## src/rtl/mhpq_pkg.sv

```systemverilog
package mhpq_pkg;

   // key/value pair as stored in the heap
   typedef struct packed {
      logic signed [31:0] key;
      logic signed [31:0] value;
   } entry_type;

   localparam int ENTRY_W = $bits(entry_type);

   // slot numbers (1-based) and child slot numbers over the whole capacity range
   localparam int SLOT_W = 14;
   // tree level index
   localparam int LVL_W = 4;

   localparam logic [1:0] OP_INSERT  = 2'd0;
   localparam logic [1:0] OP_EXTRACT = 2'd1;
   localparam logic [1:0] OP_PEEK    = 2'd2;

   localparam logic [1:0] STATUS_OK    = 2'd0;
   localparam logic [1:0] STATUS_FULL  = 2'd1;
   localparam logic [1:0] STATUS_EMPTY = 2'd2;

   typedef struct packed {
      logic [1:0]         operation;
      logic signed [31:0] item_key;
      logic signed [31:0] item_value;
   } req_type;

   typedef struct packed {
      logic [1:0]         status;
      logic signed [31:0] top_key;
      logic signed [31:0] top_value;
      logic [7:0]         entry_count;
   } rsp_type;

   typedef enum logic [1:0] {
      MODE_INSERT,
      MODE_FETCH,
      MODE_SIFT
   } mode_type;

   typedef enum logic [2:0] {
      STATE_IDLE,
      STATE_INSERT,
      STATE_PEEK,
      STATE_ROOT,
      STATE_LAST,
      STATE_SIFT
   } state_type;

   // token handed down the row of level cells
   // insert/fetch: slot is the 1-based target slot, target its level
   // sift: slot is the parent position inside the level above
   // insert: placed is set once the new pair has been written higher up the path
   typedef struct packed {
      logic                valid;
      mode_type            mode;
      logic                placed;
      logic [LVL_W-1:0]    target;
      logic [SLOT_W-1:0]   slot;
      logic [SLOT_W-1:0]   occ;
      entry_type           carry;
   } fwd_type;

   // write handed back to the level above during a sift
   typedef struct packed {
      logic              valid;
      logic [SLOT_W-1:0] pos;
      entry_type         item;
   } bwd_type;

   typedef struct packed {
      logic      valid;
      entry_type item;
   } done_type;

   function automatic logic [LVL_W-1:0] slot_level(logic [SLOT_W-1:0] n);
      logic [LVL_W-1:0] lvl;
      lvl = '0;
      for (int i = 0; i < SLOT_W; i++) begin
         if (n[i]) begin
            lvl = LVL_W'(i);
         end
      end
      return lvl;
   endfunction

endpackage

```

## src/rtl/mhpq_ram.sv

```systemverilog
module mhpq_ram #(
   parameter int WIDTH = 128,
   parameter int DEPTH = 64
) (
   input  logic                                  clock,
   input  logic                                  wr_en,
   input  logic [((DEPTH > 1) ? $clog2(DEPTH) : 1)-1:0] wr_addr,
   input  logic [WIDTH-1:0]                      wr_data,
   input  logic                                  rd_en,
   input  logic [((DEPTH > 1) ? $clog2(DEPTH) : 1)-1:0] rd_addr,
   output logic [WIDTH-1:0]                      rd_data
);

   logic [WIDTH-1:0] mem [DEPTH];

   always_ff @(posedge clock) begin
      if (wr_en) begin
         mem[wr_addr] <= wr_data;
      end
      if (rd_en) begin
         rd_data <= mem[rd_addr];
      end
   end

endmodule

```

## src/rtl/mhpq_cell.sv

```systemverilog
module mhpq_cell import mhpq_pkg::*; #(
   parameter int LEVEL = 0
) (
   input  logic     clock,
   input  logic     reset,
   input  fwd_type  fwd_in,
   output fwd_type  fwd_out,
   input  bwd_type  bwd_in,
   output bwd_type  bwd_out,
   output done_type done_out
);

   // level 0 holds the root alone; level d keeps its 2^d slots as sibling pairs
   localparam int ROWS = (LEVEL == 0) ? 1 : (1 << (LEVEL - 1));
   localparam int AW = (ROWS > 1) ? $clog2(ROWS) : 1;
   localparam logic [SLOT_W-1:0] ROW_MASK = SLOT_W'(ROWS - 1);
   localparam logic [LVL_W-1:0] MY_LEVEL = LVL_W'(LEVEL);
   localparam logic [SLOT_W-1:0] FIRST_SLOT = SLOT_W'(1) << LEVEL;

   fwd_type  tok_ff;
   fwd_type  fwd_out_ff, fwd_out_in;
   bwd_type  bwd_out_ff, bwd_out_in;
   done_type done_ff, done_in;
   logic [2*ENTRY_W-1:0] row_ff;

   logic                 rd_en;
   logic [AW-1:0]        rd_addr;
   logic [2*ENTRY_W-1:0] rd_data;
   logic                 wr_en;
   logic [AW-1:0]        wr_addr;
   logic [2*ENTRY_W-1:0] wr_data;

   logic [SLOT_W-1:0] in_idx;
   logic [SLOT_W-1:0] cur_shift;
   logic              cur_half;
   logic [AW-1:0]     cur_row;
   entry_type         lo, hi, cur, best;
   logic              at_target, take;
   logic [SLOT_W-1:0] left_slot;
   logic              lv, rv, pick_l, pick_r, moved;
   logic              bwd_half;

   // slot number shifted down to this level's part of the path
   function automatic logic [SLOT_W-1:0] path_idx(fwd_type t);
      logic [LVL_W-1:0] sh;
      sh = t.target - MY_LEVEL;
      return t.slot >> sh;
   endfunction

   mhpq_ram #(
      .WIDTH(2 * ENTRY_W),
      .DEPTH(ROWS)
   ) u_ram (
      .clock  (clock),
      .wr_en  (wr_en),
      .wr_addr(wr_addr),
      .wr_data(wr_data),
      .rd_en  (rd_en),
      .rd_addr(rd_addr),
      .rd_data(rd_data)
   );

   assign rd_en = fwd_in.valid;
   assign in_idx = (fwd_in.mode == MODE_SIFT) ? fwd_in.slot : (path_idx(fwd_in) >> 1);
   assign rd_addr = AW'(in_idx & ROW_MASK);

   assign cur_shift = path_idx(tok_ff);
   assign cur_half = (LEVEL != 0) && cur_shift[0];
   assign cur_row = AW'((cur_shift >> 1) & ROW_MASK);

   assign lo = entry_type'(rd_data[ENTRY_W-1:0]);
   assign hi = entry_type'(rd_data[2*ENTRY_W-1:ENTRY_W]);
   assign cur = cur_half ? hi : lo;
   assign at_target = (tok_ff.target == MY_LEVEL);
   // once the new pair is placed, the rest of the path shifts down one level
   assign take = at_target || tok_ff.placed ||
                 ($signed(tok_ff.carry.key) > $signed(cur.key));

   // children of the parent position sit in row slot of this level
   assign left_slot = FIRST_SLOT + {tok_ff.slot[SLOT_W-2:0], 1'b0};
   assign lv = (left_slot <= tok_ff.occ);
   assign rv = ((left_slot + SLOT_W'(1)) <= tok_ff.occ);
   assign pick_l = lv && ($signed(lo.key) > $signed(tok_ff.carry.key));
   assign best = pick_l ? lo : tok_ff.carry;
   assign pick_r = rv && ($signed(hi.key) > $signed(best.key));
   assign moved = pick_l || pick_r;

   assign bwd_half = (LEVEL != 0) && bwd_in.pos[0];

   always_comb begin
      wr_en = 1'b0;
      wr_addr = cur_row;
      wr_data = rd_data;
      fwd_out_in = '0;
      bwd_out_in = '0;
      done_in = '0;
      if (tok_ff.valid) begin
         case (tok_ff.mode)
            MODE_INSERT: begin
               if (take) begin
                  wr_en = 1'b1;
                  wr_data = cur_half ? {tok_ff.carry, lo} : {hi, tok_ff.carry};
               end
               if (at_target) begin
                  done_in.valid = 1'b1;
                  done_in.item = tok_ff.carry;
               end else begin
                  fwd_out_in = tok_ff;
                  fwd_out_in.placed = take;
                  fwd_out_in.carry = take ? cur : tok_ff.carry;
               end
            end
            MODE_FETCH: begin
               if (at_target) begin
                  done_in.valid = 1'b1;
                  done_in.item = cur;
               end else begin
                  fwd_out_in = tok_ff;
               end
            end
            MODE_SIFT: begin
               bwd_out_in.valid = 1'b1;
               bwd_out_in.pos = tok_ff.slot;
               bwd_out_in.item = pick_r ? hi : (pick_l ? lo : tok_ff.carry);
               if (moved) begin
                  fwd_out_in = tok_ff;
                  fwd_out_in.slot = {tok_ff.slot[SLOT_W-2:0], pick_r};
               end else begin
                  done_in.valid = 1'b1;
                  done_in.item = tok_ff.carry;
               end
            end
            default: begin
            end
         endcase
      end else if (bwd_in.valid) begin
         // parent write from the level below, merged into the row read last
         wr_en = 1'b1;
         wr_addr = AW'((bwd_in.pos >> 1) & ROW_MASK);
         wr_data = bwd_half ? {bwd_in.item, row_ff[ENTRY_W-1:0]}
                            : {row_ff[2*ENTRY_W-1:ENTRY_W], bwd_in.item};
      end
   end

   always_ff @(posedge clock) begin
      if (reset) begin
         tok_ff.valid <= 1'b0;
         fwd_out_ff.valid <= 1'b0;
         bwd_out_ff.valid <= 1'b0;
         done_ff.valid <= 1'b0;
      end else begin
         tok_ff <= fwd_in;
         fwd_out_ff <= fwd_out_in;
         bwd_out_ff <= bwd_out_in;
         done_ff <= done_in;
      end
   end

   always_ff @(posedge clock) begin
      if (tok_ff.valid) begin
         row_ff <= rd_data;
      end
   end

   assign fwd_out = fwd_out_ff;
   assign bwd_out = bwd_out_ff;
   assign done_out = done_ff;

endmodule

```

## config.mk

```make
export PLATFORM = sky130hd
export DESIGN_NAME = mhpq_cell
export DESIGN_NICKNAME = d
export VERILOG_FILES = /design/src/rtl/mhpq_pkg.sv /design/src/rtl/mhpq_ram.sv /design/src/rtl/mhpq_cell.sv
export SDC_FILE = /design/constraint.sdc
export NUM_CORES = 1
export LEC_CHECK = 0
export CORE_AREA = 2 2 221 440
export DETAILED_ROUTE_END_ITERATION = 7
export DIE_AREA = 0 0 223 442
export DONT_BUFFER_PORTS = 1
export GPL_ROUTABILITY_DRIVEN = 0
export PLACE_DENSITY = 0.45
export SLEW_MARGIN = 5
export SYNTH_ARGS = -nofsm -noshare
export SYNTH_HDL_FRONTEND = slang
export SYNTH_SLANG_ARGS = --single-unit
```

## constraint.sdc

```tcl
create_clock -name clock -period 9.6 [get_ports clock]
set_input_delay 0.96 -clock clock [delete_from_list [all_inputs] [get_ports clock]]
set_output_delay 0.96 -clock clock [all_outputs]
set_load 0.05 [all_outputs]
```

==> results.cfg <==
[pwr]
vdd_ir_drop_max_mv = 0.156
total_power_uw = 7330
p_per_area_nw_per_um2 = 230
leakage_uw = 0.0113

[final_layout]
drive_gt1_share_pct = 11.1
syn2layout_area_growth_pct = 12.8
fin_nets = 2097
fin_util_pct = 33.5

[routing]
wl_met2_um = 42800
drt_iter0_drc = 1076
drc_errors = 0
wl_met3_um = 6520
wl_per_cell_um = 27.3
routed_wl_um = 84400
dr.max_layer_used = met5
ant_nets = 0
drtPass1Iterations = 5
met1_length_um = 32900
vias = 16200
vias_per_cell = 5.22

[sta]
hold_viol = 0
drv_slew = 0
rsz0062_at_grt = false
clock.fmax_mhz = 132
layout_min_cycle_time_ps = 7580
maxSlewHeadroom_pct = 20.4
clock_skew_ps = 30.1
tightestPinTransition_ps = 1190
setup_violations = 0
fin_crit_sh_pct = 78.9
final.setup.tns_ps = 0

[status]
status = finished, final reports clean

[grt]
grt_max_degree = 156
grt_usage_pct = 16.9
antenna_found_initial = 11
grt_pass1_wl_um = 121000
grt_overflow_total = 0
grt_pass1_vias = 16500

[synthesis]
synth_cell_types = 60
synthArstFlopShare_pct = 0
ys.flop_type = edfxtp_1
synth_seq_cells = 664
ys_seq_area_share_pct = 70.4
synth_nets = 2115
netlist_area_sq_um = 28300
synth_commonest_cells = edfxtp_1, a21oi_1, a22o_1, mux2i_1, ha_1
avgSynthCellArea_sq_um = 15.3
syn_inst = 1843
yosysTopAreaCell = edfxtp_1
synth_edf_count = 660
synth_most_common_cell = edfxtp_1
yosysWarningCount = 0
synth_top_area_share_pct = 70.1
synthTopCellsByArea = edfxtp_1, a22o_1, a21oi_1

[placement]
port_buffers = 0
hpwl_um = 52000

[setup_path]
r2r_end = done_out[58]
start_kind = register
path_class = register to register
ff2ff_setup_slack_ps = 2020
r2r_start = u_ram.rd_data[47]
arrival_ps = 7960
crit_required_ps = 9990
r2r_cells = 18
critPathMaxFanout = 50
critPathCaptureType = register

[hold_path]
worstHoldStart = reset
min_path_type = input pin to register
hold_end = tok_ff[99]
hold_depth = 1

[floorplanning]
die_w_um = 223
die_area_sq_um = 98600
rows = 160
die_h_um = 442
io_pins = 425
start_util_pct = 29.7
core-area_sq_um = 95100

[clock_network]
cts_buffers = 66
postCtsSetupRepairBufs = 0
cts_tree = built
clock_sinks = 664
post_cts_resized = 0
clockRootBuffer = clkbuf_16
holdBufCountCts = 0
cts.path.max_buffers = 3
clk_latency_ps = 660
clk_pin_slew_ps = 70
ctsHtreeMaxLevel = 3

[job]
maxCapViolCount = 0
-- worst max-delay path by stage --
stage,start,endpoint,slack [ps],cells past startpoint
after floorplan,u_ram.rd_data[39],u_ram.mem[0][0],750,10
after global placement,u_ram.rd_data[47],done_out[7],1970,18
after detailed placement,u_ram.rd_data[47],done_out[7],1950,18
after CTS,u_ram.rd_data[47],done_out[7],1880,18
after global routing,u_ram.rd_data[47],done_out[7],1790,18
final,u_ram.rd_data[47],done_out[58],2020,18
-- report_power, final --
| group | internal [uW] | total [uW] | switching (uW) |
|---|---|---|---|
| Clock | 1600 | 2790 | 1190 |
| Sequential | 3440 | 3800 | 363 |
| Combinational | 248 | 731 | 482 |
| Total | 5290 | 7330 | 2030 |
-- worst max-delay path, cell delays in order (launching register included) --
cell and delay (ps):
edfxtp_1 490, ha_1 370, nand4_1 290, a2111oi_1 1030
o41ai_2 160, mux2i_1 800, nor2_4 230, buf_4 300
a21oi_1 250, ha_1 290, a21oi_1 150, o21ai_1 90
a221oi_1 400, o211ai_1 340, o31a_1 390, a311o_2 460
a31o_4 370, buf_4 410, a22o_1 370
-- placed cells by master (no fill, tap or decap), types with 3 or more instances in the layout --
cell        netlist  layout
ha_1             91      91
mux2_2           64      64
nand3_1          11      11
clkinv_2          0       8
buf_12            0       4
dfxtp_1           4       3
nand2b_1          4       4
bufinv_16         0       9
o21ai_1           3       3
nor2_1           13      12
clkinv_1          0       9
clkinvlp_4        0       7
xor2_1            4       4
a211oi_1         65      65
diode_2           0       3
inv_1            55      54
clkbuf_16         0      71
o21a_1            9       9
and3_1           18      17
clkinv_4          0       4
nand4_1          18      18
nor2b_1          68      67
buf_4             5      19
o21ai_0          70      70
xnor2_1           7       7
a22o_1          141     141
nand2_1          32      32
o211ai_1          5       5
a21oi_1         228     228
nor3_1            7       7
nor4_1            3       3
and2_1           19      17
mux2i_1          97      97
edfxtp_1        660     660
inv_6             0       3
clkbuf_1         72       6
-- sequential cells by signal (all words and copies together), names as in the netlist --
name / count
u_ram.rd_data: 128
bwd_out: 79
fwd_out: 100
u_ram.mem: 128
tok_ff: 100
done_out: 65
row_ff: 64
-- final cells by class --
type,count,area (sq um)
inverters,55,214
flip-flops and latches,664,19900
multi-input cells,1015,7740
diodes,3,7.51
repair buffers,23,223
well taps,1215,1520
clock buffers,78,1810
fillers,9066,63200
clock inverters,40,458
-- stage by stage --
stage / area [sq um] / setup slack [ps] / hold WS (ps) / cells
2_1_floorplan: 28300 / 745 / 400 / 1843
3_3_place_gp: 29600 / 1970 / 401 / 2972
3_5_place_dp: 29600 / 1950 / 405 / 2972
4_1_cts: 31900 / 1880 / 296 / 3090
5_1_grt: 31900 / 1790 / 337 / 3092
6_report: 31900 / 2020 / 362 / 3093
-- metal layers --
layer,GRT usage (%),up-vias
met5,0,-
met4,6.30,12
met3,5.08,101
met2,29.7,575
met1,19.3,8223
li1,-,7246
-- cells by family (layout without fill, tap and decap cells) --
kind of cell	after synthesis	in the layout	synth area share, %
AOI/OAI and AO/OA	550	550	12.7
xor gates and xnor gates	11	11	0.341
muxes	161	161	5.98
buffers and inverters	164	196	2.50
and+or+nand+nor	202	202	4.06
adders and majority gates	91	91	4.03
other	0	3	0
DFF	664	664	70.4
No activity file was read; power rests on OpenSTA's default activity.
